==> src/design/xtea_pkg.sv <==
// ----------------------------------------------------------------------------
// XTEA decryption package
// Shared widths, constants, the pipeline beat type and the round-sum helper.
// ----------------------------------------------------------------------------
package xtea_pkg;

  // Word and key geometry.
  localparam int unsigned WordW    = 32;
  localparam int unsigned BlockW   = 2 * WordW;
  localparam int unsigned KeyWords = 4;
  localparam int unsigned CfgIdxW  = $clog2(KeyWords);

  // Default number of XTEA rounds (each round is two half rounds).
  localparam int unsigned DefaultRounds = 32;

  // Key schedule constant.
  localparam logic [WordW-1:0] Delta = 32'h9E37_79B9;

  // Shift amounts of the mixing function and the key select position.
  localparam int unsigned MixShl    = 4;
  localparam int unsigned MixShr    = 5;
  localparam int unsigned KeySelPos = 11;

  typedef logic [KeyWords-1:0][WordW-1:0] key_t;

  // One beat moving down the pipeline.
  typedef struct packed {
    logic             valid;
    logic             last;
    logic [WordW-1:0] v0;
    logic [WordW-1:0] v1;
  } xtea_beat_t;

  // Running sum after n delta steps, modulo 2^32.
  function automatic logic [WordW-1:0] xtea_sum(input int unsigned n);
    logic [WordW-1:0] cnt;
    cnt = WordW'(n);
    return Delta * cnt;
  endfunction

endpackage

==> src/design/xtea_half_round.sv <==
// ----------------------------------------------------------------------------
// XTEA half round stage
// Updates one half of the block with the mixed other half and one key word,
// then registers the beat. The sum and the key select are fixed per stage.
// ----------------------------------------------------------------------------
module xtea_half_round #(
  parameter logic [31:0] Sum      = '0,
  parameter bit          UpdateV0 = 1'b0
) (
  input  logic                                     clk_i,
  input  logic                                     rst_ni,
  input  xtea_pkg::key_t                           key_i,
  input  xtea_pkg::xtea_beat_t                     beat_i,
  output xtea_pkg::xtea_beat_t                     beat_o
);
  import xtea_pkg::*;

  // The v1 update picks the key by sum bits 12:11, the v0 update by bits 1:0.
  localparam logic [CfgIdxW-1:0] KeySel =
      UpdateV0 ? Sum[CfgIdxW-1:0] : Sum[KeySelPos +: CfgIdxW];

  logic [WordW-1:0] src;
  logic [WordW-1:0] dst;
  logic [WordW-1:0] mixed;
  logic [WordW-1:0] keyed;
  logic [WordW-1:0] upd;

  logic             valid_q;
  logic             last_q;
  logic [WordW-1:0] v0_q, v0_d;
  logic [WordW-1:0] v1_q, v1_d;

  // Mix the source half, combine with the keyed sum and subtract.
  always_comb begin
    src   = UpdateV0 ? beat_i.v1 : beat_i.v0;
    dst   = UpdateV0 ? beat_i.v0 : beat_i.v1;
    mixed = ((src << MixShl) ^ (src >> MixShr)) + src;
    keyed = Sum + key_i[KeySel];
    upd   = dst - (mixed ^ keyed);
    v0_d  = UpdateV0 ? upd : beat_i.v0;
    v1_d  = UpdateV0 ? beat_i.v1 : upd;
  end

  // The valid bit is control state and is reset.
  always_ff @(posedge clk_i or negedge rst_ni) begin
    if (!rst_ni) begin
      valid_q <= 1'b0;
    end else begin
      valid_q <= beat_i.valid;
    end
  end

  // Payload registers follow every cycle.
  always_ff @(posedge clk_i) begin
    last_q <= beat_i.last;
    v0_q   <= v0_d;
    v1_q   <= v1_d;
  end

  assign beat_o = '{valid: valid_q, last: last_q, v0: v0_q, v1: v1_q};

endmodule

==> config.mk <==
export PLATFORM = sky130hd
export DESIGN_NAME = xtea_half_round
export DESIGN_NICKNAME = d
export VERILOG_FILES = /design/src/design/xtea_pkg.sv /design/src/design/xtea_half_round.sv
export SDC_FILE = /design/constraint.sdc
export NUM_CORES = 1
export LEC_CHECK = 0
export BUFFER_PORTS_ARGS = -buffer_cell sky130_fd_sc_hd__clkbuf_2
export CAP_MARGIN = 0
export CORE_MARGIN = 2
export CORE_UTILIZATION = 47
export DETAILED_ROUTE_END_ITERATION = 6
export PLACE_DENSITY = 0.9
export SLEW_MARGIN = 20
export SYNTH_ARGS = -nofsm -noshare
export SYNTH_HDL_FRONTEND = slang
export SYNTH_SLANG_ARGS = --single-unit
==> constraint.sdc <==
create_clock -name clk_i -period 1.9 [get_ports clk_i]
set_clock_uncertainty 0.05 [all_clocks]
set_input_delay 0.38 -clock clk_i [delete_from_list [all_inputs] [get_ports clk_i]]
set_output_delay 0.38 -clock clk_i [all_outputs]
set_load 0.02 [all_outputs]
==> results of run 1 <==
cell usage after synthesis (2+ instances only):
| library cell | count | area, sq um |
|---|---|---|
| a21o_1 | 27 | 202.7 |
| and2_1 | 6 | 37.54 |
| and4_1 | 4 | 35.03 |
| or2_2 | 2 | 12.51 |
| xnor2_1 | 68 | 595.6 |
| xor2_1 | 47 | 411.6 |
| nand3_1 | 9 | 45.04 |
| a41oi_1 | 3 | 26.28 |
| o21bai_1 | 7 | 52.55 |
| o41ai_2 | 2 | 32.53 |
| nor2_1 | 24 | 90.09 |
| nor4_1 | 3 | 18.77 |
| inv_1 | 17 | 63.81 |
| nand4_1 | 5 | 31.28 |
| nand2_1 | 37 | 138.9 |
| buf_4 | 2 | 15.01 |
| a21oi_1 | 54 | 270.3 |
| fa_1 | 2 | 40.04 |
| nor3_1 | 7 | 35.03 |
| a221o_1 | 4 | 40.04 |
| nor2b_1 | 3 | 18.77 |
| nand2b_1 | 6 | 37.54 |
| or3_1 | 2 | 12.51 |
| clkbuf_1 | 10 | 37.54 |
| a31o_2 | 2 | 17.52 |
| o21a_1 | 5 | 37.54 |
| a2111oi_0 | 4 | 35.03 |
| a221oi_1 | 4 | 35.03 |
| ha_1 | 66 | 825.8 |
| a31oi_1 | 9 | 56.30 |
| o211ai_1 | 3 | 22.52 |
| and3_1 | 9 | 56.30 |
| nand3b_1 | 2 | 15.01 |
| a211o_1 | 2 | 17.52 |
| o21ai_0 | 18 | 90.09 |
| o2111ai_1 | 4 | 35.03 |
| dfxtp_1 | 65 | 1301 |
| a311o_1 | 2 | 20.02 |
| a211oi_1 | 3 | 22.52 |
metal layers:
| metal | track usage (%) | overflow |
|---|---|---|
| met1 | 67.10 | 0 |
| met2 | 85.98 | 2 |
| met3 | 41.34 | 0 |
| met4 | 65.38 | 0 |
| met5 | 6.190 | 0 |
repair_timing:
action / CTS
gates resized for setup: 68
endpoints found under the setup margin: 29
hold buffers: 1
endpoints found under the hold margin: 1
pin swaps: 41
buffers inserted: 14
stage by stage:
stage | cell area, sq um | hold WS (ns) | util, % | setup slack [ns] | TNS, ns
floorplan | 5210 | 0.03441 | - | -2.151 | -38.20
global placement | 7647 | 0.1064 | 73.75 | -2.311 | -49.10
detailed placement | 7647 | 0.1064 | 73.75 | -2.573 | -53.53
CTS | 8356 | 0.07510 | 80.57 | -2.121 | -42.43
cells by family after synthesis:
family,after synthesis,share of synthesized area (%)
fa+ha+maj,68,17.15
simple gates,122,12.12
xor+xnor,115,19.96
compound gates,164,22.19
buf+inv,29,2.305
flops,66,26.28
==> impl_results.md, run 1 <==
- Root buffer cell: clkbuf_8
- Fail Step: 5_1_grt
- Number of buffers created by CTS: 9
- H-tree Lvls: 3
- Horiz. Die Dim: 107.6 microns
- Syn nets: slightly above 800
- FF+latch count, synth: 66
- Syn. warnings: 0
- Run status: aborted with a tool error
- Detailed Place HPWL: approximately 15 mm
- Max clock buf depth: 2
- Post-Syn Area: around 0.0050 sq mm
- I/O pin count: 262
- GP Congestion: 1.006
- Die height: 107.6 microns
- Gr usage total: 65.17%
- Grt total ovfl: 2
- Synth unique cells: 54
- Worst_ep grt: v1_q[30]$_DFF_P_/D
- Error message: [ERROR GRT-0232] Routing congestion too high. Check the congestion heatmap in the GUI.
- Starting Density: about 49%
- Top_reg_cell synth: dfxtp_1
- Syn Area/Cell: 8.949 sq um
- Placed insts: 1056
- Worst endpoint type: register input
- Post-synth ARST share: 1.515%
- # port buffers: 165
- Cell count after synthesis: ~560
- Row cnt: 37
- # clock sinks: 66
- Sequential fraction of the synthesis area: 26.28%
- Post-synth EDFFs: 0
- Largest net degree at the start of global routing: 12
==> run 2, diff against run 1 <==
- CORE_UTILIZATION: 47 -> 32
- PLACE_DENSITY: 0.9 -> default
- PLACE_DENSITY_LB_ADDON: default -> 0.15
==> impl_results.md, run 2 <==
- Max Freq: 253.6 MHz
- # clock sinks: 66 (unchanged)
- Post-synthesis adder-cell area fraction: 17.15% (unchanged)
- Largest net degree at the start of global routing: 12
- Main combinational cell family by area after synthesis: compound AO/OA/AOI/OAI gates
- Post-Route WL: 18.88 mm
- Synth cell count leaders: xnor2_1, ha_1, dfxtp_1
- Max-Slew Margin vs Limit: 73.05%
- Number of buffers created by CTS: 9 (unchanged)
- H-tree Lvls: 3 (unchanged)
- Run status: finished, violations left
- Detailed Place HPWL: 14.75 mm (-4.5%)
- Max Cap Viol: 0
- Post-synth top area cell: dfxtp_1
- Fill cell count: roughly 1300
- Post-Syn Area: 0.005047 sq mm (unchanged)
- Slew Limit Fails: 0
- Critical path endpoint category: register
- GP Congestion: 0.9067 (-9.9%)
- Post-synthesis mux area share: 0% (unchanged)
- Total power: 10.98 mW
- Nets: 1244
- Die height: 129.6 microns (+20%)
- Root buffer cell: clkbuf_16
- Cell count after synthesis: 564 (unchanged)
- Synth unique cells: 54 (unchanged)
- VDD IR max: about 0.52 mV
- DRT Pass-1 Iters: 4
- Most frequent cells in the layout: buf_4, clkbuf_2, dfxtp_1
- RSZ-0062 raised after global routing: yes
- Post-synthesis simple-gate area fraction: 12.12% (unchanged)
- Horiz. Die Dim: 129.6 microns (+20%)
- Post-synth EDFFs: 0 (unchanged)
- Final Util: 61.84%
- Via count: between 5000 and 6000
- # port buffers: 165 (unchanged)
- Compound-gate portion of the synthesized area: 22.19% (unchanged)
- Crit-path max FO: 4
- Gr usage total: 22.04%
- Setup WS post-layout: -2.043 ns
- Grt total ovfl: 0
- I/O pin count: 262 (unchanged)
- Reg clk slew, reported paths: approximately 0.060 ns
- Syn Area/Cell: 8.949 sq um (unchanged)
- First-pass GRT wire length: 28.79 mm
- WP data required: 2.09 ns
- Worst Path Class, Setup: in -> reg
- Top-area cell type share of the netlist area: 25.78% (unchanged)
- Shortest period the worst path allows: 3.943 ns
- Total Die Area: 0.01679 sq mm
- ANT cells: 0
- Startpoint Class: primary input
- Per-cell routed wire length: 15.79 microns
- Violated checks: negative setup slack
- Max clock buf depth: 2 (unchanged)
- Most common cell after layout, fill and taps aside: buf_4
- Post-Synth XOR/XNOR Area: 19.96% (unchanged)
- HP Class: in -> reg
- CTS tree: yes
- Final worst path period share: 207.5%
- DRC viols: 0
- Routed Antenna Nets: 0
- Top Registers: v0_q (32), v1_q (32)
- Placed insts: 1146 (+8.5%)
- Power per cell area: 1159 mW/mm^2
- Most common cell in the netlist: xnor2_1
- Number of global-route vias before repair: between 5000 and 6000
- Synth-to-layout area growth: 87.63%
- Ranking of synthesized cells by area: dfxtp_1, ha_1, xnor2_1
- Syn. warnings: 0 (unchanged)
- Antenna violations before repair: 0
- Top_reg_cell synth: dfxtp_1
- Finished Layout Cells: about 1200
- Layout cell share with drive strength beyond 1: between 50 and 60%
- Row cnt: 45 (+22%)
- Starting DRT DRC Count: 202
- Starting Density: 32.96% (-16 points)
- CP arrival: 4.13 ns
- Final setup viols: 29
- Post-synth ARST share: 1.515% (unchanged)
- Least-Margin Pin Slew: 0.3941 ns
- Sequential fraction of the synthesis area: 26.28% (unchanged)
- Core Area: 0.01531 sq mm
- Via density: 4.845
- LEAKAGE: 4.586 nW
- Syn nets: 828 (unchanged)
- Hold Vio Cnt, Final: 0
- FF+latch count, synth: 66 (unchanged)
-- run 2: per-stage QoR --
stage / hold WS [ns] / setup WS [ns] / cell area (sq um) / setup TNS (ns)
after floorplan: 0.03441 / -2.151 / 5210 / -38.20
after global placement: 0.1065 / -2.431 / 7854 / -52.57
after detailed placement: 0.1068 / -2.517 / 7854 / -53.54
after CTS: 0.07141 / -2.042 / 9001 / -39.94
after global routing: 0.07834 / -2.202 / 9470 / -45.00
final: 0.08255 / -2.043 / 9470 / -41.21
-- run 2: worst paths after layout --
check	from	end	slack (ns)	cells after the start
worst max-delay path	beat_i[38]	v1_q[29]	-2.04	20
worst min-delay path	beat_i[64]	last_q	0.08	1
max in group asynchronous	rst_ni	valid_q	1.43	2
min in group asynchronous	rst_ni	valid_q	0.29	2
-- run 2: power by group --
part	switching, mW	leakage [nW]	internal, mW
clock	0.646	0.149	1.05
combinational	3.58	3.88	3.80
sequential	0.0978	0.560	1.80
total	4.33	4.59	6.65
-- run 2: cell type report --
cell class	count	area, sq um	share of cell area [%]
clock buffer	11	242.7	2.563
clock inverter	5	53.80	0.5681
inverter	17	63.81	0.6738
multi-input combinational	469	4614	48.73
sequential	66	1326	14.00
tap	211	264.0	2.788
timing repair buffer	417	2905	30.68
-- run 2: cell families after synthesis --
family                   Yosys count
adder cells (fa/ha/maj)           68
XOR/XNOR                         115
buffers and inverters             29
flip-flops                        66
AND/OR/NAND/NOR                  122
AO/OA/AOI/OAI                    164
-- run 2: worst max-delay path, cell delays in order --
cell	delay [ns]
clkbuf_16	0.14
xor2_4	0.21
ha_4	0.24
a21o_1	0.20
a2111oi_4	0.26
o311ai_4	0.17
a311o_1	0.32
a21o_1	0.18
a21oi_2	0.18
xnor2_2	0.13
ha_4	0.31
nand4_1	0.15
buf_4	0.19
nor2_2	0.15
and3_4	0.21
o2111ai_2	0.14
a21oi_4	0.21
buf_4	0.15
a31oi_4	0.07
xnor2_1	0.13
-- run 2: layer usage --
layer  GRT usage, %  vias up  routed length (microns)
li1               -     2882                        -
met1          28.66     2696                     8459
met2          36.03      176                     8925
met3          4.046       41                      928
met4          8.982        0                      568
met5              0        -                        0
-- run 2: what timing repair did --
item	4_1_cts	5_1_grt
hold endpoints to repair	1	0
setup buffers	29	9
resized for setup	115	67
gates cloned	0	0
hold buffers	1	0
endpoints found under the setup margin	29	30
pin swaps	86	68
(Power assumes the default switching activity.)
==> run 3, diff against run 2 <==
- CORE_UTILIZATION: 32 -> 40
==> impl_results.md, run 3 (same netlist as run 2, synthesis figures left out) <==
- Run status: finished, violations left
- Violated checks: negative setup slack
- Hold Path Depth: 1 (unchanged)
- Via count: 5825 (+0.52%)
- Grt total ovfl: 0 (unchanged)
- Final worst path period share: 210.4% (+2.9 points)
- Synth-to-layout area growth: 84.46%
- Horiz. Die Dim: 116.3 microns (-10%)
- # clock sinks: 66 (unchanged)
- Via density: 5.070 (+4.6%)
- Routed Antenna Nets: 0 (unchanged)
- Per-cell routed wire length: 16.49 microns (+4.4%)
- Gr usage total: 26.19% (+4.2 points)
- Largest net degree at the start of global routing: 13 (+1)
- Area post-placement: 0.007797 sq mm (-0.72%)
- Total power: 11.15 mW (+1.6%)
- Starting Density: 40.49% (+7.5 points)
- DRT Pass-1 Iters: 4 (unchanged)
- Max clock buf depth: 2 (unchanged)
- Finished Layout Cells: 1149 (-3.9%)
- Hold Vio Cnt, Final: 0 (unchanged)
- Final setup viols: 30 (+3.4%)
- Startpoint Class: primary input
- CTS tree: yes
- Starting DRT DRC Count: 272 (+35%)
- Critical path endpoint category: register
- Reg clk slew, reported paths: 0.06 ns (about the same)
- Hold Path End: valid_q
- Core Area: 0.01247 sq mm (-19%)
- WP data required: 2.09 ns (about the same)
- H-tree Lvls: 3 (unchanged)
- Number of global-route vias before repair: 5874 (-0.68%)
- Least-Margin Pin Slew: 0.3863 ns (-0.007821 ns)
- Number of buffers created by CTS: 9 (unchanged)
- CP arrival: 4.19 ns (+0.06 ns)
- GP Congestion: 0.9165 (+1.1%)
- HP Class: in -> reg
- Top Registers: v0_q (32), v1_q (32)
- LEAKAGE: 4.575 nW (-0.23%)
- Post-Route WL: 18.94 mm (+0.32%)
- DRC viols: 0 (unchanged)
- Nets: 1236 (-0.64%)
- Slew Limit Fails: 0 (unchanged)
- I/O pin count: 262 (unchanged)
- Max Cap Viol: 0 (unchanged)
- Placed insts: 1106 (-3.5%)
- Power per cell area: 1198 mW/mm^2 (+3.3%)
- Layout cell share with drive strength beyond 1: 55.89% (-2.0 points)
- Crit-path max FO: 3 (-1)
- Final instance area: 0.009310 sq mm (-1.7%)
- VDD IR max: 0.6386 mV (+24%)
- First-pass GRT wire length: 27.69 mm (-3.8%)
- Max-Slew Margin vs Limit: 73.58% (+0.53 points)
- Row cnt: 41 (-8.9%)
- Detailed Place HPWL: 13.99 mm (-5.1%)
- Max Freq: 250.1 MHz (-1.4%)
- Die height: 116.3 microns (-10%)
- Root buffer cell: clkbuf_16
- Total Die Area: 0.01353 sq mm (-19%)
- Most common cell after layout, fill and taps aside: buf_4
- Setup TNS: -42.22 ns (-1.010 ns)
- RSZ-0062 raised after global routing: yes
- ANT cells: 0 (unchanged)
- Antenna violations before repair: 0 (unchanged)
- Worst Path Class, Setup: in -> reg
- Setup WS post-layout: -2.098 ns (-0.05562 ns)
- Hold path start: beat_i[65]
- Shortest period the worst path allows: 3.998 ns (+0.05562 ns)
- Most frequent cells in the layout: buf_4, clkbuf_2, dfxtp_1
- # port buffers: 165 (unchanged)
## run 3: cell types whose count changed in the layout (fill, tap and decap cells not counted), moves of 3 or more
cell | previous run | this run
xor2_2 | 6 | 3
buf_4 | 233 | 224
nand2_2 | 6 | 3
ha_1 | 45 | 53
bufinv_16 | 1 | 4
ha_2 | 3 | 0
buf_6 | 18 | 22
ha_4 | 18 | 13
clkbuf_8 | 5 | 1
## run 3: critical path: stages
cell and delay (ns):
clkbuf_16 0.14, xor2_4 0.19, ha_4 0.23, a21o_1 0.22, a2111oi_4 0.28, o311ai_4 0.17, a311o_1 0.38, a21o_1 0.20
a21oi_2 0.19, xnor2_2 0.17, ha_4 0.25, a21oi_2 0.13, nand2_1 0.08, a31oi_2 0.17, o311ai_2 0.11, a221o_1 0.38
buf_4 0.15, a41oi_2 0.15, o21ai_2 0.09, xnor2_1 0.12
## run 3: area by class of cell
| cell class | count | area [sq um] |
|---|---|---|
| multi-input combinational | 469 | 4487 |
| fill | 904 | 3156 |
| timing repair buffer | 409 | 2851 |
| sequential | 66 | 1326 |
| clock buffer | 9 | 225.2 |
| tap | 172 | 215.2 |
| clock inverter | 7 | 141.4 |
| inverter | 17 | 63.81 |
## run 3: through the flow
| stage | utilization (%) | hold WS, ns | setup slack, ns |
|---|---|---|---|
| after floorplan | - | 0.03441 | -2.151 |
| after global placement | 62.55 | 0.1068 | -2.439 |
| after detailed placement | 62.55 | 0.1060 | -2.525 |
| after CTS | 70.46 | 0.07432 | -2.025 |
| after global routing | 74.69 | 0.08978 | -2.310 |
| final | 74.69 | 0.08891 | -2.098 |
## run 3: worst max-delay path by stage
| stage | startpoint | end | slack (ns) | depth (start not counted) |
|---|---|---|---|---|
| after floorplan | beat_i[32] | v1_q[28] | -2.15 | 20 |
| after global placement | beat_i[38] | v1_q[28] | -2.44 | 19 |
| after detailed placement | beat_i[37] | v1_q[28] | -2.53 | 20 |
| after CTS | beat_i[47] | v1_q[28] | -2.03 | 19 |
| after global routing | beat_i[38] | v1_q[28] | -2.31 | 20 |
| final | beat_i[38] | v1_q[30] | -2.10 | 20 |
## run 3: power by group
part	switching [mW]	leakage, nW	internal (mW)
sequential	0.102	0.560	1.80
clock	0.650	0.176	1.41
combinational	3.53	3.84	3.65
## run 3: repair_timing
action	in CTS	in global routing
pin swaps	72	52
setup buffers	25	12
gates resized for setup	84	86
setup endpoints to repair	29	30
hold buffers	1	0
endpoints found under the hold margin	1	0
## run 3: metal layers
| metal | GRT usage [%] | share of wire (%) | vias up |
|---|---|---|---|
| li1 | - | - | 2862 |
| met1 | 34.69 | 43 | 2732 |
| met2 | 43.53 | 49 | 192 |
| met3 | 3.684 | 4.9 | 39 |
| met4 | 9.524 | 2.6 | 0 |
| met5 | 0 | 0 | - |
